### src/rtl/sao_queue.sv
`default_nettype none
// ----------------------------------------------------------------------------
// sao_queue
// small first-in first-out queue between the front and back parts
// ----------------------------------------------------------------------------
module sao_queue
#(
    parameter int WIDTH = 8,
    parameter int DEPTH = 4
)
(
    input  wire logic             clk,
    input  wire logic             rst_n,
    input  wire logic             wr_en,
    input  wire logic [WIDTH-1:0] wr_data,
    output logic                  full,
    input  wire logic             rd_en,
    output logic [WIDTH-1:0]      rd_data,
    output logic                  empty
);

    localparam int PW = (DEPTH > 1) ? $clog2(DEPTH) : 1;
    localparam int CW = $clog2(DEPTH + 1);
    localparam logic [PW-1:0] LAST_PTR = PW'(DEPTH - 1);

    logic [WIDTH-1:0] slot_reg [DEPTH];
    logic [PW-1:0]    wr_ptr_reg;
    logic [PW-1:0]    rd_ptr_reg;
    logic [CW-1:0]    count_reg;
    logic [CW-1:0]    count_next;

    assign full    = (count_reg == CW'(DEPTH));
    assign empty   = (count_reg == '0);
    assign rd_data = slot_reg[rd_ptr_reg];

    always_comb
    begin
        count_next = count_reg;
        if (wr_en && !rd_en)
        begin
            count_next = count_reg + 1'b1;
        end
        else if (rd_en && !wr_en)
        begin
            count_next = count_reg - 1'b1;
        end
    end

    always_ff @(posedge clk or negedge rst_n)
    begin
        if (!rst_n)
        begin
            wr_ptr_reg <= '0;
            rd_ptr_reg <= '0;
            count_reg  <= '0;
        end
        else
        begin
            count_reg <= count_next;
            if (wr_en)
            begin
                wr_ptr_reg <= (wr_ptr_reg == LAST_PTR) ? '0 : wr_ptr_reg + 1'b1;
            end
            if (rd_en)
            begin
                rd_ptr_reg <= (rd_ptr_reg == LAST_PTR) ? '0 : rd_ptr_reg + 1'b1;
            end
        end
    end

    always_ff @(posedge clk)
    begin
        if (wr_en)
        begin
            slot_reg[wr_ptr_reg] <= wr_data;
        end
    end

    // no overflow, no underflow
    a_no_overflow: assert property (@(posedge clk) disable iff (!rst_n)
        wr_en && !rd_en |-> !full)
        else $error("queue written while full");

    a_no_underflow: assert property (@(posedge clk) disable iff (!rst_n)
        rd_en |-> !empty)
        else $error("queue read while empty");

    a_count_bound: assert property (@(posedge clk) disable iff (!rst_n)
        count_reg <= CW'(DEPTH))
        else $error("queue count beyond depth");

endmodule
`default_nettype wire

### config.mk
export PLATFORM = sky130hd
export DESIGN_NAME = sao_queue
export DESIGN_NICKNAME = d
export VERILOG_FILES = /design/src/rtl/sao_queue.sv
export SDC_FILE = /design/constraint.sdc
export NUM_CORES = 1
export LEC_CHECK = 0
export ABC_AREA = 1
export BUFFER_PORTS_ARGS = -buffer_cell sky130_fd_sc_hd__clkbuf_2
export CORE_UTILIZATION = 28
export DETAILED_ROUTE_END_ITERATION = 6
export GPL_ROUTABILITY_DRIVEN = 0
export GPL_TIMING_DRIVEN = 0
export PLACE_DENSITY = 0.46
export SYNTH_ARGS = -nofsm -noshare
export SYNTH_HDL_FRONTEND = slang
export SYNTH_SLANG_ARGS = --single-unit
### constraint.sdc
create_clock -name clk -period 3.5 [get_ports clk]
set_input_delay 0.35 -clock clk [delete_from_list [all_inputs] [get_ports clk]]
set_output_delay 0.35 -clock clk [all_outputs]
set_load 0.01 [all_outputs]
* After elaboration in Yosys (flattened, before gate mapping)
Memory sizes are Yosys's and may differ from the RTL's.
Cells that the tools add are included.
** Operators by class
- Add/sub/neg operators :: 4
- Eq/ne operators :: 3
- Muxes and demuxes :: 6
- Reductions and logical operators :: 6
** Operator list (number)
- $mux 3 :: 2
- $add 2x1->2 const B :: 2
- $eq 2x2->1 const B :: 2
- $mux 2 :: 2
- $add 3x1->3 const B :: 1
- $eq 3x3->1 const B :: 1
- $logic_not 3->1 :: 1
- $sub 3x1->3 const B :: 1
- $logic_and 1x1->1 :: 2
- $logic_not 1->1 :: 2
- $mux 1 :: 2
- $reduce_bool 2->1 :: 1
** Word-level totals
- Flip-flop bits (word level) :: 7
- RAM bits :: 32
- Word-level logic and storage cells :: 23
- Memories kept :: 1
** Memories
- slot_reg :: words 4, bits a word 8, rd ports 1, clocked after Yosys merged registers in 0, write ports 1, RTL line 26 : logic [WIDTH-1:0] slot_reg [DEPTH];

* Longest topological paths before layout
- Word-level depth :: 4
- Depth in mapped cells :: 9
- Gate-level depth less buffers :: 9

* Worst setup path after synthesis
OpenSTA, ideal clock, no wires.
- Path type :: input -> register
- From :: input port rd_en
- To :: register count_reg[2]
- Arrival :: 1.192 ns
- Data required time :: 3.383 ns
- Path slack :: 2.191 ns
- Stages on the path :: 8
- Buffers on the path :: 0
- Path through :: inv_1 ha_1 inv_1 fa_1 nand2_1 nand3_1 nand2_1 nand2_1
** On the way
- Word-level cells in the longest chain between the ends :: 3
** RTL lines
- from (decl) :: RTL line 17 : input wire logic rd_en,
- $logic_not 1->1 :: RTL line 39 : if (wr_en && !rd_en)
- $logic_and 1x1->1 :: RTL line 39
- $mux 3 or $reduce_bool 2->1 (tied branches)
- to (signal assigned) :: RTL line 59 : count_reg <= count_next;
- to (decl) :: RTL line 29 : logic [CW-1:0] count_reg;
Parallel ways exist; a longest one is shown, timed or not.
A chain may end at the register's enable or synchronous reset.

* Worst setup path after layout
- From :: register rd_ptr_reg[1]
- To :: output port rd_data[0]
** On the way
- Word-level cells in the longest chain between the ends :: 1
** RTL lines
- from (decl) :: RTL line 28 : logic [PW-1:0] rd_ptr_reg;
- from (signal assigned) :: RTL line 66 : rd_ptr_reg <= (rd_ptr_reg == LAST_PTR) ? '0 : rd_ptr_reg + 1'b1;
- $mem_v2 4x8
- to (decl) :: RTL line 18 : output logic [WIDTH-1:0] rd_data,
Every way passes these cells.

==> metrics.cfg <==
[power]
p_per_area_nw_per_um2=738
leakage_nw=0.890
vdd_drop_max_v=0.000223

[grt]
grt_usage_pct=11.5
grt-ovfl-total=0
grt_max_degree=12
grt_pass1_wl_um=5310
antenna_found_initial=0
grt_pass1_vias=1124

[timing]
timing_hold_violations_final=0
timing.final.crit_share_pct=49.0
fin_hold_ws_ns=0.287
fin_crit_ns=1.71
final.setup.tns_ns=0
setup_viol=0
drv_slew=0
worst_clock_skew_ns=0.00309
fmax_ghz=0.583
maxSlewHeadroom_pct=72.3
worst_pin_slew_ns=0.415
rsz0062_at_grt=false

[cells_and_area]
drive_above_1_share_pct=18.9
area_growth_pct=17.0
nets=193
largest_register_ffs=32
diodes=0

[routing]
ant_nets=0
dr.pass1.iters=4
vias=1101
via_per_inst=4.40
wl_um=3270
remaining_drc_errors=0
drt_iter0_drc=43
post_drt_wl_per_cell_um=13.1

[worst_setup_path]
crit_type=reg2out
crit_path_end_kind=output pin
cp_data_arrival_time_ns=1.36
crit_path_max_fanout=9
cp_data_required_time_ns=3.15
start_kind=flip-flop

[clock_tree]
cts_num_sinks=39
path_clk_slew_ns=0.07
h-tree-depth=2
clk_latency_ns=0.28
cts_buffers=5
cts_resized=0
cts_tree=yes
clock_path_buffers=2
cts-root-buf=clkbuf_8

[synthesis]
syn_nets=164
yosys.area.top_type=edfxtp_1
synth_top_area_share_pct=56.3
syn-mean-instance-area_um2=11.8
synth-seq-cells=39
yosysUniqueCellTypes=16
synth.area.top_cells=edfxtp_1 (56%), dfrtp_1 (10%), nand2_1 (8.6%), o211ai_1 (7.0%), inv_1 (5.9%)
synth_area_um2=1710
synth_warnings=0
yosysSeqAreaShare_pct=66.6
postSynthCellCount=145

[die]
dieArea_um2=6410
start_util_pct=29.0
coreArea_um2=5890
die_y_um=80.0
top_level_ports=22
rows=28
die_w_um=80.0

[flow_run]
drv_cap=0

[worst_hold_path]
min_path_type=in2reg

[place]
io_buffers=21
dp.final_hpwl_um=2240

[status]
status=completed

==> synth_stat cells <==
| library cell | number |
|---|---|
| inv_1 | 27 |
| nand3_1 | 1 |
| o211ai_1 | 16 |
| ha_1 | 6 |
| edfxtp_1 | 32 |
| nor3_1 | 2 |
| o21ai_0 | 4 |
| inv_2 | 2 |
| dfrtp_1 | 7 |
| nand2_1 | 39 |
| buf_6 | 3 |
| nor2_1 | 2 |
| fa_1 | 1 |
| nand4_1 | 1 |
| xnor2_1 | 1 |
| buf_4 | 1 |
==> through the flow <==
step | instances | power (mW) | util (%) | instance area, µm² | worst slack [ns]
6_report | 250 | 1.47 | 33.9 | 2000 | 1.79
3_3_place_gp | 241 | 1.19 | 32.4 | 1900 | 1.98
2_1_floorplan | 145 | 1.01 | - | 1710 | 2.19
3_5_place_dp | 241 | 1.22 | 32.4 | 1900 | 1.92
5_1_grt | 250 | 1.59 | 33.9 | 2000 | 1.68
4_1_cts | 250 | 1.50 | 33.9 | 2000 | 1.74
==> cell type report <==
class	count	area, µm²
inverter	29	109
tap	75	93.8
fill	610	3890
buffer	4	41.3
multi-input combinational	73	419
timing repair buffer	22	115
clock inverter	1	5.00
clock buffer	7	76.3
sequential	39	1140
==> cell families (layout without fill, tap and decap cells) <==
| logic type | after synthesis | in the layout | synth area share, % |
|---|---|---|---|
| xor+xnor | 1 | 1 | 0.514 |
| fa+ha+maj | 7 | 7 | 5.58 |
| simple gates | 45 | 45 | 10.3 |
| flops | 39 | 39 | 66.6 |
| compound gates | 20 | 20 | 8.22 |
| buf+inv | 33 | 63 | 8.80 |
==> worst max-delay path, cell delays in order, from the launching register on <==
cell and delay [ns]:
dfrtp_1 0.38, buf_4 0.18, inv_2 0.18, o211ai_1 0.12, nand2_1 0.09, clkbuf_2 0.13
==> cell usage in the layout (no fill, tap or decap) <==
cell type,n
ha_1,6
clkbuf_8,5
nand3_1,1
dlygate4sd3_1,1
nor2_1,2
buf_6,3
o21ai_0,4
dfrtp_1,7
fa_1,1
nor3_1,2
nand4_1,1
edfxtp_1,32
buf_4,1
inv_1,27
clkbuf_1,2
clkinv_2,1
clkbuf_2,21
nand2_1,39
inv_2,2
o211ai_1,16
xnor2_1,1
==> power breakdown <==
part	leakage, nW	total [mW]	switching [mW]	internal (mW)
combinational	0.469	0.532	0.331	0.201
clock	0.0422	0.282	0.142	0.140
sequential	0.379	0.659	0.0508	0.608
total	0.890	1.47	0.524	0.949
==> metal layers <==
| metal | part of all wire, % | up-vias | wire, µm | track usage (%) |
|---|---|---|---|---|
| met5 | 0 | - | 0 | 0 |
| met4 | 0.58 | 0 | 19 | 2.14 |
| met3 | 6.1 | 2 | 199 | 3.89 |
| met2 | 51 | 33 | 1660 | 21.0 |
| met1 | 43 | 529 | 1390 | 12.9 |
| li1 | - | 537 | - | - |
==> final timing paths <==
path / slack, ns / to / start / depth (start not counted)
worst max-delay path: 1.79 / rd_data[0] / rd_ptr_reg[1] / 5
worst min-delay path: 0.29 / slot_reg[3][6] / wr_data[6] / 1
min in group asynchronous: 0.44 / count_reg[2] / rst_n / 2
max in group asynchronous: 2.89 / wr_ptr_reg[1] / rst_n / 2
worst max register to register: 2.10 / slot_reg[0][7] / wr_ptr_reg[0] / 4
worst min register to register: 0.53 / count_reg[2] / count_reg[2] / 2
==> timing repair <==
item,in CTS,in global routing
hold buffers,1,0
buffers inserted,0,0
endpoints found under the hold margin,7,0
Power figures use the tool's default switching activity.
