## config.mk

```make
export PLATFORM = sky130hd
export DESIGN_NAME = sao_front
export DESIGN_NICKNAME = d
export VERILOG_FILES = /design/src/rtl/sao_pkg.sv /design/src/rtl/sao_front.sv
export SDC_FILE = /design/constraint.sdc
export NUM_CORES = 1
export LEC_CHECK = 0
export ABC_AREA = 0
export BUFFER_PORTS_ARGS = -buffer_cell sky130_fd_sc_hd__buf_2
export CELL_PAD_IN_SITES_DETAIL_PLACEMENT = 0
export CELL_PAD_IN_SITES_GLOBAL_PLACEMENT = 2
export CORE_MARGIN = 2
export CORE_UTILIZATION = 37
export CTS_CLUSTER_DIAMETER = 120
export DETAILED_ROUTE_END_ITERATION = 8
export GPL_TIMING_DRIVEN = 0
export PLACE_DENSITY = 0.89
export SLEW_MARGIN = 20
export SYNTH_ARGS = -nofsm -noshare
export SYNTH_HDL_FRONTEND = slang
export SYNTH_SLANG_ARGS = --single-unit
```

## constraint.sdc

```tcl
create_clock -name clk -period 5.85 [get_ports clk]
set_clock_uncertainty 0.15 [all_clocks]
set_input_delay 0.2925 -clock clk [delete_from_list [all_inputs] [get_ports clk]]
set_output_delay 0.2925 -clock clk [all_outputs]
set_load 0.02 [all_outputs]
```

## src/rtl/sao_pkg.sv

```systemverilog
`default_nettype none
// ----------------------------------------------------------------------------
// sao_pkg
// shared types and constants for the sprite alpha overlay core
// ----------------------------------------------------------------------------
package sao_pkg;

    // default sprite store geometry
    localparam int MAX_SPRITE_WIDTH_DEF  = 128;
    localparam int MAX_SPRITE_HEIGHT_DEF = 128;

    // frame dimension limit
    localparam int MAX_FRAME_DIM = 4096;

    // queue between front and back
    localparam int QUEUE_DEPTH = 4;

    // configuration port
    localparam int CFG_INDEX_W = 3;
    localparam int CFG_DATA_W  = 13;

    localparam logic [CFG_INDEX_W-1:0] CFG_CENTER_X      = 3'd0;
    localparam logic [CFG_INDEX_W-1:0] CFG_CENTER_Y      = 3'd1;
    localparam logic [CFG_INDEX_W-1:0] CFG_SPRITE_WIDTH  = 3'd2;
    localparam logic [CFG_INDEX_W-1:0] CFG_SPRITE_HEIGHT = 3'd3;
    localparam logic [CFG_INDEX_W-1:0] CFG_FRAME_WIDTH   = 3'd4;
    localparam logic [CFG_INDEX_W-1:0] CFG_FRAME_HEIGHT  = 3'd5;

    // register reset values
    localparam logic [11:0] CENTER_X_RST      = 12'd0;
    localparam logic [11:0] CENTER_Y_RST      = 12'd0;
    localparam logic [7:0]  SPRITE_WIDTH_RST  = 8'd64;
    localparam logic [7:0]  SPRITE_HEIGHT_RST = 8'd64;
    localparam logic [12:0] FRAME_WIDTH_RST   = 13'd640;
    localparam logic [12:0] FRAME_HEIGHT_RST  = 13'd480;

    // stream widths
    localparam int IN_DATA_W  = 56;
    localparam int OUT_DATA_W = 24;

    localparam logic [7:0] OPAQUE = 8'd255;

    typedef enum logic
    {
        CMD_LOAD      = 1'b0,
        CMD_COMPOSITE = 1'b1
    } sao_cmd_t;

    // one classified item as it travels through the queue
    typedef struct packed
    {
        sao_cmd_t   cmd;
        logic       load_ok;
        logic       blend_sel;
        logic       rejected;
        logic [7:0] alpha;
        logic [7:0] red;
        logic [7:0] green;
        logic [7:0] blue;
    } sao_item_t;

endpackage
`default_nettype wire

```

## src/rtl/sao_front.sv

```systemverilog
`default_nettype none
// ----------------------------------------------------------------------------
// sao_front
// configuration registers, placement test and classification of input items
// ----------------------------------------------------------------------------
module sao_front
    import sao_pkg::*;
#(
    parameter int MAX_SPRITE_WIDTH  = MAX_SPRITE_WIDTH_DEF,
    parameter int MAX_SPRITE_HEIGHT = MAX_SPRITE_HEIGHT_DEF,
    parameter int AW                = 14
)
(
    input  wire logic                   clk,
    input  wire logic                   rst_n,
    input  wire logic                   cfg_valid,
    output logic                        cfg_ready,
    input  wire logic [CFG_INDEX_W-1:0] cfg_index,
    input  wire logic [CFG_DATA_W-1:0]  cfg_data,
    input  wire logic                   s_tvalid,
    output logic                        s_tready,
    input  wire logic [IN_DATA_W-1:0]   s_tdata,
    input  wire logic                   s_tuser,
    input  wire logic                   queue_full,
    output logic                        push,
    output sao_item_t                   item,
    output logic [AW-1:0]               item_addr
);

    localparam int XW = (MAX_SPRITE_WIDTH > 1) ? $clog2(MAX_SPRITE_WIDTH) : 1;
    localparam int YW = (MAX_SPRITE_HEIGHT > 1) ? $clog2(MAX_SPRITE_HEIGHT) : 1;

    logic [11:0] center_x_reg;
    logic [11:0] center_y_reg;
    logic [7:0]  sprite_width_reg;
    logic [7:0]  sprite_height_reg;
    logic [12:0] frame_width_reg;
    logic [12:0] frame_height_reg;
    logic        cfg_settle_reg;

    // derived placement values
    logic [7:0]         w_sat;
    logic [7:0]         h_sat;
    logic [12:0]        fw_sat;
    logic [12:0]        fh_sat;
    logic signed [14:0] hw;
    logic signed [14:0] hh;
    logic signed [14:0] lx;
    logic signed [14:0] ly;
    logic signed [14:0] fw_s;
    logic signed [14:0] fh_s;
    logic               rej;

    logic [7:0]         w_reg;
    logic [7:0]         h_reg;
    logic [12:0]        fw_reg;
    logic [12:0]        fh_reg;
    logic signed [14:0] lx_reg;
    logic signed [14:0] ly_reg;
    logic               rej_reg;

    // item fields
    logic [11:0]        px;
    logic [11:0]        py;
    logic signed [14:0] fx;
    logic signed [14:0] fy;
    logic               in_frame;
    logic               in_win;
    logic               load_ok;
    logic [XW-1:0]      ax;
    logic [YW-1:0]      ay;

    assign cfg_ready = 1'b1;

    always_ff @(posedge clk or negedge rst_n)
    begin
        if (!rst_n)
        begin
            center_x_reg      <= CENTER_X_RST;
            center_y_reg      <= CENTER_Y_RST;
            sprite_width_reg  <= SPRITE_WIDTH_RST;
            sprite_height_reg <= SPRITE_HEIGHT_RST;
            frame_width_reg   <= FRAME_WIDTH_RST;
            frame_height_reg  <= FRAME_HEIGHT_RST;
            cfg_settle_reg    <= 1'b1;
        end
        else
        begin
            cfg_settle_reg <= cfg_valid && cfg_ready;
            if (cfg_valid && cfg_ready)
            begin
                case (cfg_index)
                    CFG_CENTER_X:      center_x_reg      <= cfg_data[11:0];
                    CFG_CENTER_Y:      center_y_reg      <= cfg_data[11:0];
                    CFG_SPRITE_WIDTH:  sprite_width_reg  <= cfg_data[7:0];
                    CFG_SPRITE_HEIGHT: sprite_height_reg <= cfg_data[7:0];
                    CFG_FRAME_WIDTH:   frame_width_reg   <= cfg_data;
                    CFG_FRAME_HEIGHT:  frame_height_reg  <= cfg_data;
                    default:
                    begin
                    end
                endcase
            end
        end
    end

    always_comb
    begin
        w_sat  = (32'(sprite_width_reg) > MAX_SPRITE_WIDTH)
                 ? 8'(MAX_SPRITE_WIDTH) : sprite_width_reg;
        h_sat  = (32'(sprite_height_reg) > MAX_SPRITE_HEIGHT)
                 ? 8'(MAX_SPRITE_HEIGHT) : sprite_height_reg;
        fw_sat = (32'(frame_width_reg) > MAX_FRAME_DIM)
                 ? 13'(MAX_FRAME_DIM) : frame_width_reg;
        fh_sat = (32'(frame_height_reg) > MAX_FRAME_DIM)
                 ? 13'(MAX_FRAME_DIM) : frame_height_reg;
        hw     = $signed({8'b0, w_sat[7:1]});
        hh     = $signed({8'b0, h_sat[7:1]});
        lx     = $signed({3'b0, center_x_reg}) - hw;
        ly     = $signed({3'b0, center_y_reg}) - hh;
        fw_s   = $signed({2'b0, fw_sat});
        fh_s   = $signed({2'b0, fh_sat});
        rej    = lx[14] || ly[14]
                 || (lx - hw - 15'sd1 <= 15'sd0) || (ly - hh - 15'sd1 <= 15'sd0)
                 || (lx + hw + 15'sd1 >= fw_s) || (ly + hh + 15'sd1 >= fh_s);
    end

    // placement registered every cycle from the current configuration
    always_ff @(posedge clk)
    begin
        w_reg   <= w_sat;
        h_reg   <= h_sat;
        fw_reg  <= fw_sat;
        fh_reg  <= fh_sat;
        lx_reg  <= lx;
        ly_reg  <= ly;
        rej_reg <= rej;
    end

    always_comb
    begin
        px       = s_tdata[11:0];
        py       = s_tdata[23:12];
        fx       = $signed({3'b0, px}) - lx_reg;
        fy       = $signed({3'b0, py}) - ly_reg;
        in_frame = ({1'b0, px} < fw_reg) && ({1'b0, py} < fh_reg);
        in_win   = !fx[14] && (fx < $signed({7'b0, w_reg}))
                   && !fy[14] && (fy < $signed({7'b0, h_reg}));
        load_ok  = (32'(px) < MAX_SPRITE_WIDTH) && (32'(py) < MAX_SPRITE_HEIGHT);

        item.cmd       = sao_cmd_t'(s_tuser);
        item.load_ok   = load_ok;
        item.blend_sel = !rej_reg && in_frame && in_win;
        item.rejected  = rej_reg;
        item.blue      = s_tdata[31:24];
        item.green     = s_tdata[39:32];
        item.red       = s_tdata[47:40];
        item.alpha     = s_tdata[55:48];

        if (item.cmd == CMD_LOAD)
        begin
            ax = px[XW-1:0];
            ay = py[YW-1:0];
        end
        else
        begin
            ax = fx[XW-1:0];
            ay = fy[YW-1:0];
        end
        item_addr = AW'(ay) * AW'(MAX_SPRITE_WIDTH) + AW'(ax);
    end

    assign s_tready = !queue_full && !cfg_settle_reg;
    assign push     = s_tvalid && s_tready;

    // placement values are stale until the registered placement follows a register write
    a_settle_block: assert property (@(posedge clk) disable iff (!rst_n)
        cfg_settle_reg |-> !push)
        else $error("item taken while placement settles");

endmodule
`default_nettype wire

```

Word level (Yosys, flattened, before mapping):

Cells that the tools add are included.

* add/sub/neg operators: 13
* equal/unequal tests: 5
* magnitude comparators: 14
* reductions and logical operators: 26
* mux-type cells: 6

Operators with widths (count)
* adder 14 x 2 -> 15 bit (second input constant): 2
* greater-or-equal comparator 15 x 14 -> 1 bit: 2
* less-or-equal comparator 15 x 1 -> 1 bit (second input constant): 2
* subtractor 14 x 2 -> 15 bit (second input constant): 2
* adder 13 x 8 -> 14 bit: 2
* < comparator 14 x 9 -> 1 bit: 2
* subtractor 13 x 13 -> 14 bit: 2
* subtractor 13 x 8 -> 14 bit: 2
* > comparator 13 bit (second input constant): 2
* < comparator 12 x 13 -> 1 bit: 2
* 2-to-1 mux 13 bit: 2
* subtractor 12 x 7 -> 13 bit: 2
* < comparator 12 x 8 -> 1 bit (second input constant): 2
* > comparator 8 bit (second input constant): 2
* 2-to-1 mux 8 bit: 2
* adder 14 x 7 -> 14 bit: 1
* 2-to-1 mux 7 bit: 2
* AND reduction 2 bit: 6
* logical AND 1 bit: 9
* equality test 3 x 2 -> 1 bit (second input constant): 2
* equality test 3 bit (second input constant): 2
* logical NOT 1 bit: 5
* logical OR 1 bit: 5
* equality test 3 x 1 -> 1 bit (second input constant): 1
* logical NOT 3 bit: 1

* input port bits: 78
* bits in registers: 136

Logic depth before layout (Yosys ltp):

Gate-level depths: netlist of run 1.

* depth in word-level cells: 10
* depth in mapped cells: 27
* mapped depth without buffers: 26

Least setup slack after synthesis of run 1:

Ideal clock, no wire load.

* kind: register to register
* start: register sprite_width_reg[7]
* end: register rej_reg
* arrival: 5.005 ns
* stages on the path, launching flop included: 27
* setup slack: 0.573 ns
* cells stage by stage: dfrtp_1 > clkinv_1 > nand2_1 > inv_1 > ha_1 > inv_1 > fa_1 > a21o_1 > a21oi_1 > xnor2_1 > ha_1 > clkbuf_1 > inv_1 > a2111oi_0 > nor3_1 > and3_1 > buf_2 > and3_1 > xor2_1 > ha_1 > nor2b_1 > o21ai_0 > nand3_1 > or4_1 > a311oi_2 > o21ai_1 > a311o_1

* cells in the longest elaborated chain, start to end: 10

Ends and longest elaborated chain
* start: declaration: RTL line sao_front.sv:35 `logic [7:0] sprite_width_reg;`
* start signal: assignment: RTL line sao_front.sv:95 `CFG_SPRITE_WIDTH: sprite_width_reg <= cfg_data[7:0];`
* > comparator 8 bit (*): RTL line sao_front.sv:109 `w_sat = (32'(sprite_width_reg) > MAX_SPRITE_WIDTH)`
* 2-to-1 mux 8 bit (*): RTL line sao_front.sv:110 `? 8'(MAX_SPRITE_WIDTH) : sprite_width_reg;`
* named net w_sat[1]: RTL line sao_front.sv:42 `logic [7:0] w_sat;`
* subtractor 12 x 7 -> 13 bit (*): RTL line sao_front.sv:119 `lx = $signed({3'b0, center_x_reg}) - hw;`
* named net lx[4]: RTL line sao_front.sv:48 `logic signed [14:0] lx;`
* subtractor 13 x 8 -> 14 bit: RTL line sao_front.sv:124 `|| (lx - hw - 15'sd1 <= 15'sd0) || (ly - hh - 15'sd1 <= 15'sd0)`
* subtractor 14 x 2 -> 15 bit: RTL line sao_front.sv:124
* less-or-equal comparator 15 x 1 -> 1 bit: RTL line sao_front.sv:124
* logical OR 1 bit (2 in a row): RTL line sao_front.sv:124
* logical OR 1 bit (*) (2 in a row): RTL line sao_front.sv:125 `|| (lx + hw + 15'sd1 >= fw_s) || (ly + hh + 15'sd1 >= fh_s);`
* named net rej: RTL line sao_front.sv:52 `logic rej;`
* end signal: assignment: RTL line sao_front.sv:137 `rej_reg <= rej;`
* end: declaration: RTL line sao_front.sv:60 `logic rej_reg;`

Mark *: on every way through the listed nets, which the timed path passes. The rest lies on a longest branch.
A chain may end at the register's enable or synchronous reset.

Final worst setup path of run 1:

Ends and elaborated chain as after synthesis.

==> out/results.tsv, run 1 <==
stage	metric	value	unit
hold_path	hold-critical path depth	2	
grt	total grt overflow	0	
critical_path	CP startpoint kind	flip-flop	
drt	DRC errors left	0	
clock_tree	root buffer cell	clkbuf_16	
cells_and_area	ANT cells	0	
pwr	Int Pwr	3.57	mW
die	Die X	163	um
die	die area	0.0266	mm2
yosys	simple-gate share of the synthesized area	0.115	
die	core area	0.0250	mm2
timing	Max Slew Vio Count	0	
die	IO Count	131	
yosys	post-synthesis cell type count	76	
yosys	multiplexer area fraction after synthesis	0.0944	
clock_tree	CTS sink cnt	136	
grt	initial antenna violation count	0	
drt	vias per cell	4.91	
pwr	worst vdd ir	0.207	mV
drt	wire per inst	15.2	um
yosys	Cells after Synth	976	
yosys	Synth top area share	0.171	
yosys	adder-cell share of the synthesized area	0.184	
timing	slew margin rel.	0.389	
die	row cnt	58	
pwr	Comb pwr share	0.602	
yosys	Synth Area in Compound Gates	0.140	
clock_tree	CTS buffer count	17	
yosys	post-synthesis sequential area ratio	0.328	
outcome	status	complete, no violations	
pwr	PD cells	553	mW/mm2
timing	total negative slack	0	ps
pwr	Switching Share	0.420	
yosys	ys flop type	dfxtp_1	
clock_tree	clock slew at reported path FFs	60	ps
yosys	async set-reset flop share out of synthesis	0.493	
place	IO Port Bufs	97	
yosys	mapped cell area	0.00936	mm2
pwr	post-layout total power	6.15	mW
critical_path	CP Max Fanout	8	
place	Cells after DPL	1404	
cells_and_area	layout cells sized above 1	0.264	
clock_tree	TritonCTS clock tree	done	
yosys	Synthesis Warnings	0	
place	RePlAce Congestion	0.862	
critical_path	CP endpoint kind	flip-flop	
yosys	Synth Area in XOR/XNOR	0.0531	
timing	Final setup viols	0	
yosys	Post-synth EDFFs	0	
grt	total track usage	0.171	
yosys	synth top area cells	ha_1, dfrtp_1, dfxtp_1	
pwr	Psw	2.59	mW
yosys	synthesized area per cell	9.59	um2
grt	pin count of the biggest net entering global routing	58	
cells_and_area	# nets final	1311	
cells_and_area	Synth-to-Final Area Change	18.9	%
timing	f_max	0.183	GHz
timing	WHS	17.7	ps
cells_and_area	filler cell count	2364	
timing	Final WS setup	373	ps
drt	final WL	21.9	mm
place	Setup WS pre-CTS	-203	ps
timing	Hold Violations, Final	0	
grt	first-pass GRT wire length	35.8	mm
pwr	clock power share	0.179	
drt	DR pass1 iterations	4	
cells_and_area	Non-Filler Instances	1442	
clock_tree	H-tree depth	4	
timing	final period utilization	0.936	
timing	clock period minus worst slack	5480	ps
yosys	Synthesized Nets	1188	
drt	Via Count	7076	
pwr	Reg power frac	0.218	
critical_path	Reg2Reg Depth	26	
hold_path	HP Class	in2reg	
clock_tree	clk buf depth	2	
drt	1st-iter DRT viols	236	
grt	number of global-route vias before repair	6931	
critical_path	WP data arrival	5620	ps
yosys	number of synthesized register bits	136	
critical_path	critical path type	reg2reg	
yosys	cell taking the most area after synthesis	ha_1	
drt	Antenna Violating Nets Remaining	0	
timing	RSZ-0062 raised after global routing	false	
die	Initial Utilization	0.374	
die	die height	163	um
timing	Worst Max-Slew Pin Slew	904	ps
yosys	largest family of logic cells by synthesized area	adder cells	
place	detailed placement HPWL	18.1	mm
clock_tree	clk_lat worst skew	420	ps
pwr	Leak Pwr	5.27	nW
critical_path	Data required, critical path	6000	ps
run	max-cap violations	0	
-- synthesized netlist by cell type, types with 6 or more instances --
master	number
a211oi_1	14
xor2_1	26
nand2b_1	10
nand2_1	53
nand3_1	12
o2111ai_1	6
mux2_2	74
nor3_1	15
fa_1	6
dfxtp_1	69
nor2b_1	15
ha_1	128
a21o_1	18
clkbuf_1	17
o21a_1	12
dfrtp_1	58
or4_1	9
buf_4	37
a21oi_1	39
o21ai_0	37
nand4_1	9
dfstp_2	9
o21bai_1	10
nor2_1	50
inv_1	119
xnor2_1	27
-- layout by cell type (no fill, tap or decap), types with 6 or more instances in the layout --
master,count
o21a_1,12
o2111ai_1,6
xor2_1,24
o21ai_0,36
nor2_1,49
dfstp_2,9
nand2_1,51
buf_2,97
a211oi_1,13
clkbuf_1,18
nand2b_1,10
inv_1,116
a21o_1,18
nor2b_1,15
or4_1,9
buf_4,41
dfrtp_1,56
xnor2_1,23
nand4_1,9
ha_1,124
nand3_1,11
clkbuf_16,17
mux2_2,74
nor3_1,14
dfxtp_1,69
a21oi_1,35
o21bai_1,8
-- layout make-up --
cell class	count	area [um2]	share of cell area
multi-input cells	663	5650	0.507
repair buffers	105	578	0.0520
clock inverters	11	151	0.0136
well taps	330	413	0.0371
flip-flops and latches	136	3070	0.276
clock buffers	21	460	0.0414
plain buffers	56	352	0.0316
inverters	120	455	0.0409
-- per-layer routing --
layer,vias to the layer above,share of wire,global-route usage
met3,28,0.044,0.0254
met4,0,0.024,0.0652
li1,3617,-,-
met2,169,0.43,0.269
met1,3262,0.50,0.238
met5,-,0,0
-- power by group through the flow --
stage               sequential (mW)  combinational [mW]  clock, mW
floorplan                      1.30                2.74          0
global placement               1.35                3.49          0
detailed placement             1.36                3.52          0
CTS                            1.34                3.59       1.13
global route                   1.37                4.20       1.17
finish                         1.34                3.71       1.10
-- metrics by stage --
| stage | util | area, um2 |
|---|---|---|
| final | 0.444 | 11100 |
| after global routing | 0.444 | 11100 |
| after CTS | 0.438 | 11000 |
| after detailed placement | 0.411 | 10300 |
| after global placement | 0.410 | 10300 |
| after floorplan | - | 9360 |
-- repair_timing --
item | CTS | global route
endpoints found under the setup margin | 1 | 1
pin swaps | 3 | 4
hold endpoints to repair | 64 | 0
setup buffers | 0 | 3
resized for setup | 8 | 32
hold buffers | 4 | 0
-- worst max-delay path, stage by stage, from the launching register on --
cell and delay, ps:
dfrtp_2 440, inv_4 110, nand2_2 80, inv_2 80, ha_1 170, inv_1 60, fa_2 380, xor2_2 180
ha_1 280, clkbuf_2 160, inv_1 70, a21oi_2 170, o21bai_2 130, a2111oi_4 380, nor3_2 110, and3_1 190
buf_2 140, and3_1 200, xor2_1 150, ha_1 290, nor2b_1 130, o21ai_0 150, nand3_1 80, or4_1 430
a311oi_2 250, o21ai_1 120, a311o_1 280
-- path summary, 6_finish.rpt --
check,end,slack [ps],startpoint
min in group asynchronous,sprite_height_reg[2]$_DFFE_PN0P_,100,rst_n
hold / removal,frame_height_reg[11]$_DFFE_PN0P_,20,cfg_data[11]
setup reg to reg,rej_reg$_DFF_P_,370,sprite_width_reg[7]$_DFFE_PN0P_
setup / recovery,rej_reg$_DFF_P_,370,sprite_width_reg[7]$_DFFE_PN0P_
max in group asynchronous,sprite_width_reg[6]$_DFFE_PN1P_,4880,rst_n
hold reg to reg,w_reg[0]$_SDFF_PP0_,330,sprite_width_reg[0]$_DFFE_PN0P_
-- cell families after synthesis --
logic type / count (synthesis)
AOI/OAI and AO/OA: 186
muxes: 79
adders and majority gates: 134
and+or+nand+nor: 208
xor gates and xnor gates: 55
buffers and inverters: 177
other: 1
DFF: 136
Power figures use the tool's default switching activity.
==> inputs of run 2 (changes only) <==
--- a/config.mk
+++ b/config.mk
@@ -5,16 +5,16 @@
 export SDC_FILE = /design/constraint.sdc
 export NUM_CORES = 1
 export LEC_CHECK = 0
-export ABC_AREA = 0
+export ABC_AREA = 1
 export BUFFER_PORTS_ARGS = -buffer_cell sky130_fd_sc_hd__buf_2
 export CELL_PAD_IN_SITES_DETAIL_PLACEMENT = 0
 export CELL_PAD_IN_SITES_GLOBAL_PLACEMENT = 2
 export CORE_MARGIN = 2
-export CORE_UTILIZATION = 37
+export CORE_UTILIZATION = 33
 export CTS_CLUSTER_DIAMETER = 120
 export DETAILED_ROUTE_END_ITERATION = 8
 export GPL_TIMING_DRIVEN = 0
-export PLACE_DENSITY = 0.89
+export PLACE_DENSITY = 0.88
 export SLEW_MARGIN = 20
 export SYNTH_ARGS = -nofsm -noshare
 export SYNTH_HDL_FRONTEND = slang
==> run 2 against run 1 <==
First-iteration DRC count is 140% higher. Maximum frequency grew 9.2%. Worst setup slack improved by 460 ps. Critical endpoint unchanged. Via count up 29%. Register-to-register slack better by 460 ps. Count of clock-buffer cells in the layout decreased by 1. Final cell count grew 37%.
==> out/results.tsv, run 2 <==
stage	metric	value	unit
outcome	status	complete, no violations	
drt	DR pass1 iterations	5	
cells_and_area	filler cell count	3228	
pwr	Leak Pwr	6.45	nW
pwr	clock power share	0.179	
drt	metal2 WL	12.3	mm
timing	Worst Max-Slew Pin Slew	644	ps
cells_and_area	register area	0.00307	mm2
yosys	most common cell in the netlist	nand2_1	
drt	final WL	27.6	mm
clock_tree	clk_lat worst skew	420	ps
drt	DRC errors left	0	
yosys	async set-reset flop share out of synthesis	0.493	
critical_path	critical path type	reg2reg	
timing	Max Slew Vio Count	0	
cells_and_area	Synth-to-Final Area Change	16.2	%
critical_path	CP Max Fanout	6	
drt	1st-iter DRT viols	561	
die	IO Count	131	
die	Die X	180	um
pwr	Psw	2.98	mW
die	core area	0.0306	mm2
clock_tree	root buffer cell	clkbuf_16	
yosys	ys flop type	dfxtp_1	
clock_tree	H-tree depth	4	
critical_path	slowest cell on the critical path	dfrtp_1	
timing	Final setup viols	0	
yosys	Synth top area share	0.156	
drt	Via Count	9125	
clock_tree	clock slew at reported path FFs	60	ps
timing	RSZ-0062 raised after global routing	false	
timing	clock period minus worst slack	5020	ps
hold_path	HP Class	in2reg	
timing	slew margin rel.	0.571	
critical_path	CP endpoint kind	flip-flop	
timing	f_max	0.199	GHz
cells_and_area	most frequent cells in the layout	nand2_1, inv_1, ha_1	
grt	first-pass GRT wire length	44.5	mm
cells_and_area	ANT cells	0	
die	Initial Utilization	0.335	
die	die height	180	um
grt	pin count of the biggest net entering global routing	48	
pwr	Int Pwr	3.36	mW
cells_and_area	area of the multi-input gates	0.00586	mm2
yosys	Synthesis Warnings	0	
yosys	Cells after Synth	1454	
cells_and_area	layout cells sized above 1	0.139	
die	row cnt	64	
cells_and_area	commonest non-fill, non-tap cell in the layout	nand2_1	
yosys	cell taking the most area after synthesis	ha_1	
place	Cells after DPL	1948	
yosys	post-synthesis cell type count	47	
yosys	synth top area cells	ha_1, nand2_1, dfrtp_1	
yosys	post-synthesis sequential area ratio	0.300	
place	detailed placement HPWL	23.2	mm
yosys	Post-synth top cells	nand2_1, inv_1, ha_1	
yosys	mapped cell area	0.0102	mm2
timing	total negative slack	0	ps
clock_tree	TritonCTS clock tree	done	
clock_tree	clk buf depth	2	
drt	Antenna Violating Nets Remaining	0	
pwr	Switching Share	0.470	
timing	final period utilization	0.858	
grt	number of global-route vias before repair	8630	
place	RePlAce Congestion	0.848	
grt	initial antenna violation count	0	
clock_tree	CTS sink cnt	136	
critical_path	Data required, critical path	6000	ps
cells_and_area	# nets final	1785	
pwr	Comb pwr share	0.614	
cells_and_area	Non-Filler Instances	1982	
pwr	PD cells	533	mW/mm2
pwr	worst vdd ir	0.185	mV
critical_path	crit-path max cell delay	530	ps
yosys	Post-synth EDFFs	0	
critical_path	CP startpoint kind	flip-flop	
timing	Hold Violations, Final	0	
yosys	Synthesized Nets	1666	
die	die area	0.0324	mm2
grt	total track usage	0.171	
grt	total grt overflow	0	
drt	vias per cell	4.60	
drt	met3 routed WL	901	um
drt	Top Metal Used	met4	
pwr	Reg power frac	0.208	
clock_tree	CTS buffer count	17	
drt	wire per inst	13.9	um
yosys	number of synthesized register bits	136	
run	max-cap violations	0	
critical_path	WP data arrival	5160	ps
clock_tree	CTS resizes	0	
place	IO Port Bufs	97	
drt	M1 WL	14.1	mm
yosys	synthesized area per cell	7.04	um2
-- run 2: cell count changes after synthesis, sizes merged, moves of 15 or more --
cell   before  now
nand2      53  417
nor2b      16    0
o21ai      39   92
xnor2      27   10
nor2       50   98
mux2       74    0
a21oi      39   68
nand3      12   76
inv       119  251
a21o       18    3
-- run 2: cells by family after synthesis --
kind of cell | after synthesis | share of synthesized area
flip-flops | 136 | 0.300
other | 1 | 0.000366
AO/OA/AOI/OAI | 185 | 0.0991
AND/OR/NAND/NOR | 644 | 0.267
buffers and inverters | 310 | 0.127
adder cells (fa/ha/maj) | 134 | 0.168
XOR/XNOR | 44 | 0.0376
-- run 2: layer usage --
layer	GRT usage	vias to the layer above
met1	0.239	4145
met2	0.279	164
met5	0	-
met4	0.0448	0
met3	0.0192	19
li1	-	4797
-- run 2: critical path, delay by kind of cell, from the launching register on --
| family | cells | cell delay (ps) |
|---|---|---|
| AND/OR/NAND/NOR | 15 | 1490 |
| adder cells (fa/ha/maj) | 3 | 1000 |
| AO/OA/AOI/OAI | 5 | 900 |
| flip-flops | 1 | 530 |
| buffers and inverters | 4 | 500 |
| XOR/XNOR | 2 | 300 |
-- run 2: worst paths after layout --
| kind | from | endpoint | slack (ps) | cells past startpoint |
|---|---|---|---|---|
| max in group asynchronous | rst_n | frame_height_reg[5]$_DFFE_PN1P_ | 4810 | 3 |
| min reg2reg | center_x_reg[4]$_DFFE_PN0P_ | center_x_reg[4]$_DFFE_PN0P_ | 340 | 2 |
| max | sprite_width_reg[7]$_DFFE_PN0P_ | rej_reg$_DFF_P_ | 830 | 29 |
| min in group asynchronous | rst_n | sprite_width_reg[0]$_DFFE_PN0P_ | 150 | 2 |
| min | cfg_data[12] | frame_width_reg[12]$_DFFE_PN0P_ | 60 | 3 |
| max reg2reg | sprite_width_reg[7]$_DFFE_PN0P_ | rej_reg$_DFF_P_ | 830 | 29 |
-- run 2: stage by stage --
stage	utilization	worst slack, ps	total power, mW	hold slack [ps]	instance area [um2]
2_1_floorplan	-	1540	4.27	-153	10200
3_3_place_gp	0.367	898	5.18	268	11200
3_5_place_dp	0.368	882	5.22	56.6	11200
4_1_cts	0.389	855	6.39	52.3	11900
5_1_grt	0.389	338	7.04	92.0	11900
6_report	0.389	833	6.34	64.2	11900
-- run 2: area by class of cell --
cell class / instances / share of cell area
multi-input combinational: 1008 / 0.493
sequential: 136 / 0.258
inverter: 253 / 0.0799
timing repair buffer: 100 / 0.0450
tap: 396 / 0.0416
clock buffer: 20 / 0.0384
buffer: 57 / 0.0298
clock inverter: 12 / 0.0146
-- run 2: power groups by stage --
stage / Combinational, mW / Clock (mW) / Sequential, mW
after floorplan: 2.99 / 0 / 1.28
after global placement: 3.84 / 0 / 1.33
after detailed placement: 3.88 / 0 / 1.34
after CTS: 3.92 / 1.16 / 1.32
after global routing: 4.49 / 1.20 / 1.34
final: 3.89 / 1.13 / 1.32
-- run 2: timing repair --
action                                 CTS  global route
endpoints found under the hold margin   61             0
hold buffers                             2             0
buffers inserted                         0             0
==> inputs of run 3 (changes only) <==
--- a/config.mk
+++ b/config.mk
@@ -5,16 +5,16 @@
 export SDC_FILE = /design/constraint.sdc
 export NUM_CORES = 1
 export LEC_CHECK = 0
-export ABC_AREA = 1
 export BUFFER_PORTS_ARGS = -buffer_cell sky130_fd_sc_hd__buf_2
 export CELL_PAD_IN_SITES_DETAIL_PLACEMENT = 0
 export CELL_PAD_IN_SITES_GLOBAL_PLACEMENT = 2
+export CORE_ASPECT_RATIO = 0.9
 export CORE_MARGIN = 2
-export CORE_UTILIZATION = 33
+export CORE_UTILIZATION = 37
 export CTS_CLUSTER_DIAMETER = 120
 export DETAILED_ROUTE_END_ITERATION = 8
 export GPL_TIMING_DRIVEN = 0
-export PLACE_DENSITY = 0.88
+export PLACE_DENSITY = 0.89
 export SLEW_MARGIN = 20
 export SYNTH_ARGS = -nofsm -noshare
 export SYNTH_HDL_FRONTEND = slang
==> run 3 against run 2 <==
Die area is 18% lower. Sequential cell count stayed put. Maximum frequency is 9.1% lower. Global-route usage is 0.20 points higher. Via count is 23% lower. Critical path type unchanged.
==> out/results.tsv, run 3 (synthesis results as in run 1) <==
stage	metric	value	unit
drt	DR pass1 iterations	5	
cells_and_area	most frequent cells in the layout	ha_1, inv_1, buf_2	
clock_tree	clk buf depth	2	
clock_tree	root buffer cell	clkbuf_16	
clock_tree	TritonCTS clock tree	done	
timing	clock period minus worst slack	5520	ps
hold_path	hold_sp	cfg_data[9]	
outcome	status	complete, no violations	
timing	f_max	0.181	GHz
clock_tree	H-tree depth	4	
timing	Hold Violations, Final	0	
clock_tree	CTS buffer count	17	
grt	first-pass GRT wire length	35.5	mm
die	IO Count	131	
grt	total track usage	0.173	
drt	vias per cell	4.83	
die	Die X	172	um
cells_and_area	final core utilization	0.448	
critical_path	CP endpoint kind	flip-flop	
place	detailed placement HPWL	18.4	mm
drt	1st-iter DRT viols	449	
die	Initial Utilization	0.375	
critical_path	WP data arrival	5670	ps
grt	initial antenna violation count	0	
critical_path	Data required, critical path	6000	ps
cells_and_area	Synth-to-Final Area Change	19.5	%
grt	number of global-route vias before repair	6766	
drt	Antenna Violating Nets Remaining	0	
die	die area	0.0266	mm2
cells_and_area	layout cells sized above 1	0.267	
die	core area	0.0250	mm2
drt	Via Count	7052	
hold_path	hold-critical path depth	2	
place	RePlAce Congestion	0.861	
place	IO Port Bufs	97	
timing	Worst Max-Slew Pin Slew	1090	ps
critical_path	critical path type	reg2reg	
drt	wire per inst	15.2	um
timing	Final setup viols	0	
pwr	Leak Pwr	5.32	nW
run	max-cap violations	0	
clock_tree	clk_lat worst skew	420	ps
cells_and_area	commonest non-fill, non-tap cell in the layout	ha_1	
timing	final period utilization	0.944	
die	row cnt	55	
hold_path	HP Class	in2reg	
grt	total grt overflow	0	
drt	DRC errors left	0	
critical_path	CP Max Fanout	6	
cells_and_area	# nets final	1317	
clock_tree	clock slew at reported path FFs	60	ps
drt	final WL	22.2	mm
pwr	PD cells	553	mW/mm2
critical_path	CP startpoint kind	flip-flop	
critical_path	FF-to-FF End	rej_reg$_DFF_P_	
grt	pin count of the biggest net entering global routing	51	
clock_tree	CTS sink cnt	136	
hold_path	Hold Path End	center_y_reg[9]$_DFFE_PN0P_	
critical_path	Reg2Reg Depth	25	
die	die height	155	um
timing	slew margin rel.	0.262	
timing	Max Slew Vio Count	0	
critical_path	R2R Path Start	sprite_width_reg[7]$_DFFE_PN0P_	
pwr	post-layout total power	6.19	mW
pwr	worst vdd ir	0.214	mV
critical_path	worst reg2reg setup slack	330	ps
cells_and_area	ANT cells	0	
[run 3: cell count changes in the layout (fill, tap and decap cells not counted), moves of 16 or more]
cell	before	now
a21oi_1	64	36
inv_1	245	117
mux2_2	0	74
nand2_1	399	52
nand2_2	17	1
nand3_1	73	12
nor2_1	94	49
o21ai_0	90	37
[run 3: worst max-delay path, cell delays in order, from the launching register on]
cell and delay (ps):
dfrtp_2 450, clkinvlp_4 90, nand2_1 100, inv_1 130, ha_1 180, inv_1 60, fa_2 380, a21o_1 190
a21oi_1 220, xnor2_2 160, ha_4 330, inv_1 80, a2111oi_4 360, nor3_2 100, and3_1 180, buf_2 140
and3_1 200, xor2_1 140, ha_1 300, nor2b_1 130, o21ai_0 140, nand3_1 70, or4_1 430, a311oi_2 260
o21ai_1 140, a311o_1 280
[run 3: layer usage]
metal | GRT usage | vias to the layer above | wire length, um
li1 | - | 3639 | -
met1 | 0.255 | 3242 | 11800
met2 | 0.253 | 150 | 9120
met3 | 0.0323 | 21 | 922
met4 | 0.0541 | 0 | 346
met5 | 0 | - | 0
[run 3: what timing repair did]
item                       in CTS  in global routing
hold buffers                    4                  0
buffers inserted                1                  8
setup endpoints to repair       1                  1
resized for setup               4                 29
hold endpoints to repair       66                  0
pin swaps                       3                 10
[run 3: worst max-delay path by stage]
stage,startpoint,endpoint,slack (ps),depth (start not counted)
after floorplan,sprite_width_reg[7]$_DFFE_PN0P_,rej_reg$_DFF_P_,570,26
after global placement,sprite_width_reg[7]$_DFFE_PN0P_,rej_reg$_DFF_P_,-90,26
after detailed placement,sprite_width_reg[7]$_DFFE_PN0P_,rej_reg$_DFF_P_,-120,26
after CTS,sprite_width_reg[7]$_DFFE_PN0P_,rej_reg$_DFF_P_,9,26
after global routing,sprite_height_reg[7]$_DFFE_PN0P_,rej_reg$_DFF_P_,-6,26
final,sprite_width_reg[7]$_DFFE_PN0P_,rej_reg$_DFF_P_,330,25
[run 3: layout make-up]
class,count,area (um2)
Tap cell,342,428
Inverter,120,457
Clock buffer,26,553
Multi-Input combinational cell,663,5630
Clock inverter,6,80.1
Sequential cell,136,3070
Fill cell,2434,13800
Timing Repair Buffer,111,623
Buffer,56,352
[run 3: metrics by stage]
| stage | worst slack (ps) | instances | TNS, ps | instance area [um2] | hold slack (ps) |
|---|---|---|---|---|---|
| after detailed placement | -120 | 1416 | -120 | 10300 | 45.2 |
| after global placement | -92.4 | 1415 | -92.4 | 10300 | 296 |
| after CTS | 8.90 | 1452 | 0 | 11000 | 17.8 |
| after floorplan | 573 | 976 | 0 | 9360 | -153 |
| final | 330 | 1460 | 0 | 11200 | 37.1 |
| after global routing | -6.24 | 1460 | -6.24 | 11200 | 31.1 |
[run 3: where the power goes]
group / internal (mW) / leakage, nW / switching, mW
registers: 1.21 / 1.37 / 0.131
clock network: 0.735 / 0.315 / 0.380
logic: 1.66 / 3.64 / 2.08
total: 3.60 / 5.32 / 2.59
